==> src/rtl/core/spq_pkg.sv <==
// shared constants and types for the sorted priority queue
`timescale 1ns / 1ps

package spq_pkg;

   localparam int CAPACITY_DEF  = 16;
   localparam int PRIO_BITS_DEF = 8;
   localparam int DATA_BITS_DEF = 32;

   typedef enum logic [1:0] {
      REQ_PEEK   = 2'd0,
      REQ_INSERT = 2'd1,
      REQ_REMOVE = 2'd2,
      REQ_CLEAR  = 2'd3
   } req_code_type;

   typedef enum logic [1:0] {
      CELL_HOLD   = 2'd0,
      CELL_INSERT = 2'd1,
      CELL_REMOVE = 2'd2
   } cell_op_type;

   // control broadcast to every cell of the chain
   typedef struct packed {
      cell_op_type op;
   } cell_ctrl_type;

endpackage

==> src/rtl/core/spq_cell.sv <==
// one compare-and-shift cell of the sorted chain
`timescale 1ns / 1ps

module spq_cell #(
   parameter int PRIO_BITS = spq_pkg::PRIO_BITS_DEF,
   parameter int DATA_BITS = spq_pkg::DATA_BITS_DEF
) (
   input  logic                  clock,
   input  spq_pkg::cell_ctrl_type ctrl,
   input  logic                  occupied,
   input  logic [PRIO_BITS-1:0]  new_prio,
   input  logic [DATA_BITS-1:0]  new_data,
   input  logic                  prev_keep,
   input  logic [PRIO_BITS-1:0]  prev_prio,
   input  logic [DATA_BITS-1:0]  prev_data,
   input  logic [PRIO_BITS-1:0]  next_prio,
   input  logic [DATA_BITS-1:0]  next_data,
   output logic                  keep,
   output logic [PRIO_BITS-1:0]  prio,
   output logic [DATA_BITS-1:0]  data
);

   logic [PRIO_BITS-1:0] prio_ff, prio_in;
   logic [DATA_BITS-1:0] data_ff, data_in;

   // a held entry of greater or equal priority stays ahead of the new one
   assign keep = occupied && (prio_ff >= new_prio);

   always_comb begin
      prio_in = prio_ff;
      data_in = data_ff;
      case (ctrl.op)
         spq_pkg::CELL_INSERT: begin
            if (keep) begin
               prio_in = prio_ff;
               data_in = data_ff;
            end else if (prev_keep) begin
               prio_in = new_prio;
               data_in = new_data;
            end else begin
               prio_in = prev_prio;
               data_in = prev_data;
            end
         end
         spq_pkg::CELL_REMOVE: begin
            prio_in = next_prio;
            data_in = next_data;
         end
         default: begin
            prio_in = prio_ff;
            data_in = data_ff;
         end
      endcase
   end

   always_ff @(posedge clock) begin
      prio_ff <= prio_in;
      data_ff <= data_in;
   end

   assign prio = prio_ff;
   assign data = data_ff;

endmodule

==> src/rtl/core/sorted_priority_queue_top.sv <==
// Sorted priority queue: bounded, highest priority first, ties in arrival order.
// Requests arrive on the req_ channel (valid/ready) as peek, insert, remove
// head or clear; each accepted transaction yields exactly one response on the
// rsp_ channel holding the head entry, valid flag, count, full flag and a flag
// for an insert refused because the queue was full.
// Entries live in a row of CAPACITY compare-and-shift cells; an insert or a
// removal moves every cell in the same cycle.
// Latency: the response is valid the cycle after the request is accepted.
// Throughput: one transaction per cycle while rsp_ready is high; the single
// response register is freed and refilled in the same cycle.
// When the receiver stalls, the response holds and req_ready drops until the
// response is taken; no request is lost or reordered.
// Reset (synchronous, active high) empties the queue and drops any pending
// response; cell contents are not cleared, only the entry count.
`timescale 1ns / 1ps

module sorted_priority_queue_top #(
   parameter int CAPACITY  = spq_pkg::CAPACITY_DEF,
   parameter int PRIO_BITS = spq_pkg::PRIO_BITS_DEF,
   parameter int DATA_BITS = spq_pkg::DATA_BITS_DEF,
   localparam int CNT_BITS = $clog2(CAPACITY + 1)
) (
   input  logic                 clock,
   input  logic                 reset,
   input  logic                 req_valid,
   output logic                 req_ready,
   input  logic [1:0]           req_type,
   input  logic [PRIO_BITS-1:0] req_entry_prio,
   input  logic [DATA_BITS-1:0] req_entry_data,
   output logic                 rsp_valid,
   input  logic                 rsp_ready,
   output logic                 rsp_head_valid,
   output logic [PRIO_BITS-1:0] rsp_head_prio,
   output logic [DATA_BITS-1:0] rsp_head_data,
   output logic [CNT_BITS-1:0]  rsp_entry_count,
   output logic                 rsp_queue_full,
   output logic                 rsp_insert_dropped
);

   logic                rsp_valid_ff, rsp_valid_in;
   logic                dropped_ff, dropped_in;
   logic [CNT_BITS-1:0] count_ff, count_in;
   logic                accept;
   logic                full;
   logic                empty;
   spq_pkg::req_code_type req_code;
   spq_pkg::cell_ctrl_type ctrl;

   logic [PRIO_BITS-1:0] cell_prio [CAPACITY];
   logic [DATA_BITS-1:0] cell_data [CAPACITY];
   logic                 cell_keep [CAPACITY];

   assign req_ready = !rsp_valid_ff || rsp_ready;
   assign accept    = req_valid && req_ready;
   assign full      = (count_ff == CNT_BITS'(CAPACITY));
   assign empty     = (count_ff == '0);
   assign req_code  = spq_pkg::req_code_type'(req_type);

   always_comb begin
      ctrl.op    = spq_pkg::CELL_HOLD;
      count_in   = count_ff;
      dropped_in = dropped_ff;
      if (accept) begin
         dropped_in = 1'b0;
         case (req_code)
            spq_pkg::REQ_INSERT: begin
               if (full) begin
                  dropped_in = 1'b1;
               end else begin
                  ctrl.op  = spq_pkg::CELL_INSERT;
                  count_in = count_ff + CNT_BITS'(1);
               end
            end
            spq_pkg::REQ_REMOVE: begin
               if (!empty) begin
                  ctrl.op  = spq_pkg::CELL_REMOVE;
                  count_in = count_ff - CNT_BITS'(1);
               end
            end
            spq_pkg::REQ_CLEAR: begin
               count_in = '0;
            end
            default: begin
               count_in = count_ff;
            end
         endcase
      end
   end

   assign rsp_valid_in = accept || (rsp_valid_ff && !rsp_ready);

   always_ff @(posedge clock) begin
      if (reset) begin
         rsp_valid_ff <= 1'b0;
         count_ff     <= '0;
         dropped_ff   <= 1'b0;
      end else begin
         rsp_valid_ff <= rsp_valid_in;
         count_ff     <= count_in;
         dropped_ff   <= dropped_in;
      end
   end

   for (genvar i = 0; i < CAPACITY; i++) begin : g_cell
      logic                 prev_keep;
      logic [PRIO_BITS-1:0] prev_prio;
      logic [DATA_BITS-1:0] prev_data;
      logic [PRIO_BITS-1:0] next_prio;
      logic [DATA_BITS-1:0] next_data;
      logic                 occupied;

      assign occupied = (CNT_BITS'(i) < count_ff);

      if (i == 0) begin : g_first
         // the head has no predecessor, so a new entry never comes from the left
         assign prev_keep = 1'b1;
         assign prev_prio = req_entry_prio;
         assign prev_data = req_entry_data;
      end else begin : g_inner
         assign prev_keep = cell_keep[i-1];
         assign prev_prio = cell_prio[i-1];
         assign prev_data = cell_data[i-1];
      end

      if (i == CAPACITY - 1) begin : g_last
         assign next_prio = cell_prio[i];
         assign next_data = cell_data[i];
      end else begin : g_body
         assign next_prio = cell_prio[i+1];
         assign next_data = cell_data[i+1];
      end

      spq_cell #(
         .PRIO_BITS (PRIO_BITS),
         .DATA_BITS (DATA_BITS)
      ) u_cell (
         .clock     (clock),
         .ctrl      (ctrl),
         .occupied  (occupied),
         .new_prio  (req_entry_prio),
         .new_data  (req_entry_data),
         .prev_keep (prev_keep),
         .prev_prio (prev_prio),
         .prev_data (prev_data),
         .next_prio (next_prio),
         .next_data (next_data),
         .keep      (cell_keep[i]),
         .prio      (cell_prio[i]),
         .data      (cell_data[i])
      );
   end

   // the cells and count only move on acceptance, so they match the pending response
   assign rsp_valid          = rsp_valid_ff;
   assign rsp_head_valid     = !empty;
   assign rsp_head_prio      = empty ? '0 : cell_prio[0];
   assign rsp_head_data      = empty ? '0 : cell_data[0];
   assign rsp_entry_count    = count_ff;
   assign rsp_queue_full     = full;
   assign rsp_insert_dropped = dropped_ff;

endmodule

==> config.mk <==
export PLATFORM = sky130hd
export DESIGN_NAME = sorted_priority_queue_top
export DESIGN_NICKNAME = d
export VERILOG_FILES = /design/src/rtl/core/spq_pkg.sv /design/src/rtl/core/spq_cell.sv /design/src/rtl/core/sorted_priority_queue_top.sv
export SDC_FILE = /design/constraint.sdc
export NUM_CORES = 1
export LEC_CHECK = 0
export ABC_AREA = 1
export BUFFER_PORTS_ARGS = -buffer_cell sky130_fd_sc_hd__buf_2
export CAP_MARGIN = 20
export CORE_MARGIN = 8
export CORE_UTILIZATION = 59
export CTS_BUF_LIST = sky130_fd_sc_hd__clkbuf_8
export CTS_CLUSTER_DIAMETER = 50
export DETAILED_ROUTE_END_ITERATION = 6
export PLACE_DENSITY = 0.89
export SYNTH_ARGS = -nofsm -noshare
export SYNTH_HDL_FRONTEND = slang
export SYNTH_SLANG_ARGS = --single-unit
==> constraint.sdc <==
create_clock -name clock -period 4.6 [get_ports clock]
set_clock_uncertainty 0.2 [all_clocks]
set_input_delay 0.92 -clock clock [delete_from_list [all_inputs] [get_ports clock]]
set_output_delay 0.92 -clock clock [all_outputs]
set_load 0.05 [all_outputs]
# Word-level counts from Yosys, hierarchy flattened
# Index checks and enable logic that the tools add are counted.
[totals]
ramBits = 0
latch_bits = 0
inputBits = 46
out_inout_bits = 50
rom_bits = 0
memories = 0
register_bits = 647
[classes]
eq_ne = 23
order_cmp = 32
bitwise_logic = 1
shifts = 0
div = 0
n_addsub = 2
muxes = 101
reduce_logical = 43
multipliers = 0
[ops]
columns = ["operator", "n"]
rows = [
  ["$mux 32", 31],
  ["$pmux 32 s2", 15],
  ["$mux 8", 31],
  ["$pmux 8 s2", 15],
  ["$ge 8x8->1", 16],
  ["$lt 4x5->1 const A", 8],
  ["$ne 2x2->1 const B", 17],
  ["$reduce_and 2->1", 16],
  ["$lt 3x5->1 const A", 4],
  ["$logic_and 1x1->1", 18],
  ["$pmux 5 s3", 1],
  ["$lt 1x5->1 const A", 2],
  ["$lt 2x5->1 const A", 2],
  ["$mux 5", 2],
  ["$eq 2x2->1 const B", 3],
  ["$add 5x1->5 const B", 1],
  ["$eq 5x5->1 const B", 1],
  ["$logic_not 5->1", 1],
  ["$sub 5x1->5 const B", 1],
  ["$eq 2x1->1 const B", 2],
  ["$mux 2", 2],
  ["$pmux 2 s2", 1],
  ["$reduce_and 4->1", 1],
  ["$logic_not 1->1", 3],
  ["5 further kinds", 8],
]

# Logic depth before layout (Yosys ltp)
# Gate-level depths: netlist of run 1.
[depth]
depth_word = 7
ltp_mapped = 14
depth_no_buf = 13

# Cells and area by module
# Synthesis of run 1 repeated with hierarchy kept, for this count alone.
[unflattened]
cells_unflattened = 4371
hier_area_um2 = 37987.7
[modules_own_cells]
columns = ["module", "area_per_inst_um2", "n_inst", "cells_each"]
rows = [
  ["spq_cell", 2306.0, 16, 260],
  ["sorted_priority_queue_top", 1092.3, 1, 211],
]

# Worst setup path after synthesis of run 1
# No wires, ideal clock.
[synth_path]
path_type = "input-to-reg"
startpoint = "input port req_entry_prio[5]"
endpoint = "register g_cell[15].u_cell.data_ff[0], enable pin"
arrival_ns = 4.347
t_required_ns = 3.949
slack_ns = -0.398
n_path_buf = 1
cell_stages = 8
setup_ns = 0.451
path_cell_list = "clkinv_1 > clkbuf_1 > ha_1 > a21oi_1 > nor2_1 > nor2_1 > nand4_1 > a21oi_1"
[synth_between]
elab_chain_cells = 4
[synth_lines]
columns = ["item", "line", "source"]
rows = [
  ["start, declared", "sorted_priority_queue_top.sv:28", "input logic [PRIO_BITS-1:0] req_entry_prio,"],
  ["$ge 8x8->1", "spq_cell.sv:27", "assign keep = occupied && (prio_ff >= new_prio);"],
  ["$logic_and 1x1->1", "spq_cell.sv:27", ""],
  ["$not 1->1 (no line)", "-", ""],
  ["$reduce_and 2->1 (no line)", "-", ""],
  ["end signal, assigned", "spq_cell.sv:58", "data_ff <= data_in;"],
  ["end, declared", "spq_cell.sv:24", "logic [DATA_BITS-1:0] data_ff, data_in;"],
]
# No other way between the ends.
# A chain may end at the register's enable or synchronous reset.

# Final worst setup path of run 1
[layout_path]
startpoint = "register count_ff[0], in the netlist rsp_entry_count[0]"
endpoint = "output port rsp_head_data[18]"
[layout_between]
elab_chain_cells = 2
[layout_lines]
columns = ["item", "line", "source"]
rows = [
  ["start, declared", "sorted_priority_queue_top.sv:42", "logic [CNT_BITS-1:0] count_ff, count_in;"],
  ["start signal, assigned", "sorted_priority_queue_top.sv:99", "count_ff <= count_in;"],
  ["$logic_not 5->1", "sorted_priority_queue_top.sv:56", "assign empty = (count_ff == '0);"],
  ["$mux 32", "sorted_priority_queue_top.sv:157", "assign rsp_head_data = empty ? '0 : cell_data[0];"],
  ["end, declared", "sorted_priority_queue_top.sv:34", "output logic [DATA_BITS-1:0] rsp_head_data,"],
]
# No other way between the ends.

==> metrics.md, run 1 <==
| Metric | Value |
|---|---|
| Final period util | 0.8158 |
| Area added between synthesis and finish | 6.225% |
| CP required | 3.48 ns |
| Wirelength per Cell | 15.20 µm |
| Ys Warns | 0 |
| Vias in the first global route | 31.53k |
| Register area share after synthesis | 0.4857 |
| Reg area | 19360 µm² |
| Run status | complete, no violations |
| Cell Area, Synth | 39850 µm² |
| CTS tree | yes |
| Core area | 67040 µm² |
| Achievable Freq | 266.5 MHz |
| Antenna viol nets, final | 0 |
| Max Root-Sink Buffers | 3 |
| Leak Pwr | 20.82 nW |
| Syn Area/Cell | 7.599 µm² |
| Share of cells above drive strength 1 | 0.05987 |
| Final WL | 93010 µm |
| Die H | 275.9 µm |
| CP peak stage delay | 0.53 ns |
| Clock sink count | 647 |
| Pwr per Cell Area | 317.9 nW/µm² |
| Total Routing Usage GR | 0.2398 |
| Slowest CP cell | dfxtp_1 |
| Die Wd | 275.9 µm |
| DRT Pass-1 Iters | 6 |
| Grt total ovfl | 0 |
| Final Hold Vio Count | 0 |
| Residual DRC count | 0 |
| Total Neg Setup Slack | 0 ns |
| Nets | 5347 |
| WS Path Type | reg -> out |
| Final min period | 3.753 ns |
| Crit end category | output pin |
| Port Buffers | 95 |
| Worst path cell trace | inv_1 -> ha_1 -> nand2_2 -> buf_4 -> nand2_1 -> inv_1 -> buf_2 |
| Maximum net fanout on the critical path | 41 |
| Fin worst setup slack | 0.8472 ns |
| Largest net degree at the start of global routing | 185 |
| Setup-failing EPs final | 0 |
| Max-slew violations | 0 |
| Clk slew on worst S/H paths | 0.06 ns |
| Final Wtd Congestion | 0.8619 |
| Worst Path Arrival | 2.63 ns |
| Root Driver | clkbuf_8 |
| Mapped Cells | 5245 |
| Cell Rows | 95 |
| Multi-input gate area | 16120 µm² |
| Post-DP HPWL | 62600 µm |
| Post-Syn Nets | 5426 |
| Buffers & Inverters on Critical Path | 4 |
| Number of vias in the routed layout | 33.62k |
| Number of fill cells in the layout | 5363 |
| CP delay by family, top | buffers and inverters |
| Clk_lat worst skew | 0.70 ns |
| Number of DRC markers in iteration 0 | 4040 |
| Worst slew pin tran | 1.111 ns |
| Pre-CTS setup slack | 0.2659 ns |
| Drt via density | 5.495 |
| Synth cell types | 27 |
| Htree depth | 3 |
| Crit path top cell by count | inv_1 |
| Max-cap viol count | 0 |
| Die Area | 76120 µm² |
| Number of setup buffers added after CTS | 0 |
| Crit path launch type | flop |
| Synthesized flop and latch total | 647 |
| HP Class | in -> reg |
| Post_cts resized | 0 |
| Initial antenna violation count | 1 |
| Cts hold-fix bufs | 0 |
| Rel. slew slack | 0.2550 |
| Maximum vdd drop | 0.0001867 V |
| RSZ-0062 raised after global routing | no |
| Starting Density | 0.5945 |
| First-pass GRT wire length | 154400 µm |
| Num ports | 96 |
| CTS buffer count | 102 |
state kept, by name, summed over array words and instances (netlist names):
register / count
g_cell.u_cell.data: 512
g_cell.u_cell.prio: 128
rsp_entry_count: 5
rsp_insert_dropped: 1
rsp_valid: 1
layout by cell type, fill, tap and decap left out:
cell type / instances
buf_2: 95
xor2_1: 1
o21ai_2: 3
inv_6: 1
o22ai_1: 1
nand2_1: 2017
buf_12: 7
inv_8: 2
clkinv_2: 8
xnor2_1: 1
a31oi_4: 1
nand4_1: 4
a21oi_4: 1
bufinv_16: 2
clkinv_1: 45
diode_2: 1
o21ai_1: 40
dfxtp_1: 7
nor3_1: 1
o21a_1: 15
nand2_2: 8
buf_16: 2
a21oi_2: 1
ha_1: 135
edfxtp_1: 640
a21oi_1: 42
clkinvlp_4: 1
inv_2: 4
nor2_4: 2
o21ai_0: 54
clkbuf_8: 104
nand3_1: 1142
nor2_1: 39
nor2_2: 1
buf_4: 71
inv_1: 747
synth_stat cells (all sizes together):
cell type | number | area (µm²)
a21oi | 44 | 220.2
a31oi | 1 | 6.260
buf | 141 | 875.8
clkbuf | 217 | 814.5
clkinv | 8 | 30.03
dfxtp | 7 | 140.1
edfxtp | 640 | 19220
ha | 135 | 1689
inv | 723 | 2714
nand2 | 2025 | 7609
nand3 | 1142 | 5715
nand4 | 4 | 25.02
nor2 | 42 | 170.2
nor3 | 1 | 5.000
o21a | 15 | 112.6
o21ai | 97 | 485.5
o22ai | 1 | 6.260
xnor2 | 1 | 8.760
xor2 | 1 | 8.760
area by class of cell:
cell class,count,area share
Clock inverter,79,0.008866
Clock buffer,104,0.03381
Sequential cell,647,0.4573
Antenna cell,1,0.00005911
Tap cell,873,0.02580
Timing Repair Buffer,175,0.02843
Inverter,731,0.06499
Multi-Input combinational cell,3509,0.3808
cells by family (layout without fill, tap and decap cells):
logic type	after synthesis	in the layout	share of synthesized area
AND/OR/NAND/NOR	3214	3214	0.3393
buffers and inverters	1089	1089	0.1113
flip-flops	647	647	0.4857
AO/OA/AOI/OAI	158	158	0.02085
adder cells (fa/ha/maj)	135	135	0.04238
XOR/XNOR	2	2	0.0004396
other	0	1	0
worst paths after layout:
check,endpoint,cells past startpoint,slack [ns],start
worst min register to register,rsp_valid,2,0.31,rsp_valid
worst min-delay path,rsp_entry_count[2],2,0.21,reset
worst max register to register,g_cell[11].u_cell.data[26],10,0.90,rsp_entry_count[0]
worst max-delay path,rsp_head_data[18],7,0.85,rsp_entry_count[0]
layer usage:
layer | GRT usage | wire, µm | part of all wire
met1 | 0.3158 | 37840 | 0.41
met2 | 0.4085 | 45100 | 0.48
met3 | 0.03280 | 8020 | 0.086
met4 | 0.07874 | 2049 | 0.022
met5 | 0 | 0 | 0
per-stage QoR:
step | utilization | cell area [µm²] | hold slack (ns) | instances | total power [mW]
final | 0.6315 | 42340 | 0.2105 | 6119 | 13.46
after global routing | 0.6315 | 42340 | 0.2277 | 6119 | 14.03
after CTS | 0.6306 | 42280 | 0.1747 | 6116 | 13.49
after detailed placement | 0.6037 | 40470 | 0.3025 | 5933 | 9.060
after global placement | 0.6037 | 40470 | 0.2743 | 5933 | 8.966
after floorplan | - | 39860 | 0.2947 | 5245 | 8.538
power by group:
part           internal, mW  leakage, nW  switching, mW
clock                  2.20         1.03           2.27
combinational         0.564         13.9           1.53
sequential             6.78         5.86          0.108
total                  9.55         20.8           3.91
No activity file was read; power rests on OpenSTA's default activity.
==> run 2, diff against run 1 <==
--- a/config.mk
+++ b/config.mk
@@ -5,7 +5,7 @@
 export SDC_FILE = /design/constraint.sdc
 export NUM_CORES = 1
 export LEC_CHECK = 0
-export ABC_AREA = 1
+export ABC_AREA = 0
 export BUFFER_PORTS_ARGS = -buffer_cell sky130_fd_sc_hd__buf_2
 export CAP_MARGIN = 20
 export CORE_MARGIN = 8
==> constraint.sdc (replaced) <==
create_clock -name clock -period 3.15 [get_ports clock]
set_clock_uncertainty 0.2 [all_clocks]
set_input_delay 0.63 -clock clock [delete_from_list [all_inputs] [get_ports clock]]
set_output_delay 0.63 -clock clock [all_outputs]
set_load 0.05 [all_outputs]
==> metrics.md, run 2 <==
| Metric | Value |
|---|---|
| Starting Density | 0.5975 |
| Number of fill cells in the layout | 4470 |
| Synth Area in XOR/XNOR | 0 |
| Mapped Cells | 3335 |
| Final Total Pwr | 19.79 mW |
| Top cell type's share of synthesized area | 0.5212 |
| Run status | complete, no violations |
| Post-DP HPWL | 69410 µm |
| Final Hold Vio Count | 0 |
| Fin cells | 4251 |
| Die Wd | 266 µm |
| Die H | 266 µm |
| CP required | 2.32 ns |
| DRT Pass-1 Iters | 6 |
| Area added between synthesis and finish | 10.46% |
| Antenna diodes | 0 |
| Pwr per Cell Area | 485.7 nW/µm² |
| Core area | 61710 µm² |
| Max-cap viol count | 0 |
| Total Neg Setup Slack | 0 ns |
| RSZ-0062 raised after global routing | yes |
| Reg area | 19360 µm² |
| Worst Setup EP | rsp_head_data[13] |
| Leak Pwr | 13.09 nW |
| Reg power frac | 0.508 |
| Post-synthesis mux area share | 0.01276 |
| Register area share after synthesis | 0.5250 |
| Gate power share | 0.149 |
| Max reg flops | 512 |
| Synthesized flop and latch total | 647 |
| Grt total ovfl | 0 |
| Clk_lat worst skew | 0.73 ns |
| CTS tree | yes |
| Achievable Freq | 326.3 MHz |
| Number of vias in the routed layout | 29.94k |
| Inst Count DP | 4059 |
| Htree depth | 3 |
| Syn Area/Cell | 11.06 µm² |
| EDFF count, synth | 640 |
| Most frequent cells in the layout | o211ai_1, nand2_1, edfxtp_1 |
| Initial antenna violation count | 1 |
| CP startpoint | rsp_entry_count[0] |
| CTS buffer count | 104 |
| WS Path Type | reg -> out |
| Complex-gate fraction of the synthesized area | 0.2628 |
| Cell Area, Synth | 36880 µm² |
| Final Wtd Congestion | 0.8900 |
| Share of cells above drive strength 1 | 0.1904 |
| Clock sink count | 647 |
| Port Buffers | 95 |
| Rel. slew slack | 0.6244 |
| Final Cell Area | 40730 µm² |
| Setup-failing EPs final | 0 |
| Num ports | 96 |
| Total Routing Usage GR | 0.2797 |
| Combinational family with the most area after synthesis | compound AO/OA/AOI/OAI gates |
| Synth Area in Simple Gates | 0.1020 |
| Area after DPL | 38820 µm² |
| Worst slew pin tran | 0.5624 ns |
| Max-slew violations | 0 |
| Final min period | 3.065 ns |
| Post-synthesis adder-cell area fraction | 0.04581 |
| Post-Syn Nets | 3516 |
| Synth top cells by count | o211ai_1, nand2_1, edfxtp_1 |
| Asr flop ratio synth | 0 |
| Largest area contributor in the netlist | edfxtp_1 |
| Multi-input gate area | 15890 µm² |
| Vias in the first global route | 30.78k |
| Synth cell types | 51 |
| First-pass GRT wire length | 162700 µm |
| Reg2Reg Setup Slack | 0.11 ns |
| Most common cell in the synthesized netlist | o211ai_1 |
| Nets | 3513 |
| Number of DRC markers in iteration 0 | 3568 |
| Wirelength per Cell | 23.88 µm |
| R2r endpoint | g_cell[3].u_cell.data[15] |
| Crit path launch type | flop |
| Crit end category | output pin |
| Cell count of the worst reg-to-reg path | 9 |
| Sw Pwr | 5.739 mW |
| Power Internal | 14.05 mW |
| Max Root-Sink Buffers | 3 |
| RR Startpoint | rsp_entry_count[0] |
| Final WL | 101500 µm |
| Root Driver | clkbuf_8 |
| Antenna viol nets, final | 0 |
| Die Area | 70760 µm² |
| Worst Path Arrival | 2.23 ns |
| Ys Warns | 0 |
| HP Class | in -> reg |
| Cell Rows | 91 |
| Min Hold Slack | 0.03004 ns |
| Clk pwr share | 0.343 |
| Largest net degree at the start of global routing | 72 |
| Prevailing post-synth register cell | edfxtp_1 |
| Net Sw Frac | 0.2901 |
| Final period util | 0.9729 |
| Clk slew on worst S/H paths | 0.06 ns |
| Maximum vdd drop | 0.0002893 V |
| Maximum net fanout on the critical path | 42 |
| Residual DRC count | 0 |
| Drt via density | 7.044 |
| Commonest non-fill, non-tap cell in the layout | o211ai_1 |
| Synth area leaders | edfxtp_1, o211ai_1, nand2_1 |
## run 2: cell families (layout without fill, tap and decap cells)
logic type	after synthesis	after routing
flops	647	647
fa+ha+maj	135	135
compound gates	1227	1227
simple gates	879	879
buf+inv	405	484
mux	42	42
## run 2: worst min-delay path by stage
stage | startpoint | endpoint | slack [ns] | cells after the start
finish | req_entry_data[3] | g_cell[15].u_cell.data[3] | 0.03 | 2
CTS | req_entry_data[3] | g_cell[15].u_cell.data[3] | 0.0005 | 2
floorplan | g_cell[15].u_cell.data[12] | g_cell[14].u_cell.data[12] | 0.30 | 2
global placement | rsp_insert_dropped | rsp_insert_dropped | 0.24 | 2
detailed placement | rsp_insert_dropped | rsp_insert_dropped | 0.25 | 2
global route | req_entry_data[3] | g_cell[15].u_cell.data[3] | 0.02 | 2
## run 2: worst max-delay path, cell delays in order (launching register included)
cell	delay [ns]
dfxtp_4	0.34
inv_1	0.12
ha_1	0.18
nor4b_4	0.28
buf_12	0.24
nor2b_1	0.08
buf_2	0.22
## run 2: layout make-up
| cell class | instances | area share |
|---|---|---|
| Tap cell | 837 | 0.02571 |
| Sequential cell | 647 | 0.4754 |
| Clock inverter | 84 | 0.01029 |
| Timing Repair Buffer | 262 | 0.05980 |
| Inverter | 34 | 0.003502 |
| Multi-Input combinational cell | 2283 | 0.3902 |
| Clock buffer | 104 | 0.03514 |
## run 2: per-stage QoR
step	setup WS, ns	utilization
global placement	0.04580	0.6291
detailed placement	-0.02290	0.6291
floorplan	0.0002915	-
global route	-0.02586	0.6601
finish	0.08540	0.6601
CTS	0.004431	0.6598
## run 2: power by group through the flow
stage	sequential, mW	clock (mW)	combinational (mW)
after global placement	10.2	0	2.74
final	10.0	6.79	2.96
after floorplan	10.2	0	2.01
after detailed placement	10.2	0	2.86
after global routing	10.1	7.13	3.17
after CTS	10.0	6.81	2.90
## run 2: repair_timing
item / CTS / global route
gates resized for setup: 4 / 4
buffers inserted: 0 / 1
endpoints found under the setup margin: 41 / 40
hold endpoints to repair: 7 / 0
hold buffers: 3 / 0
## run 2: per-layer routing
metal / global-route usage / wire length [µm]
met4: 0.1507 / 5061
met2: 0.4844 / 51620
met5: 0 / 11
met3: 0.03792 / 7499
met1: 0.3375 / 37310
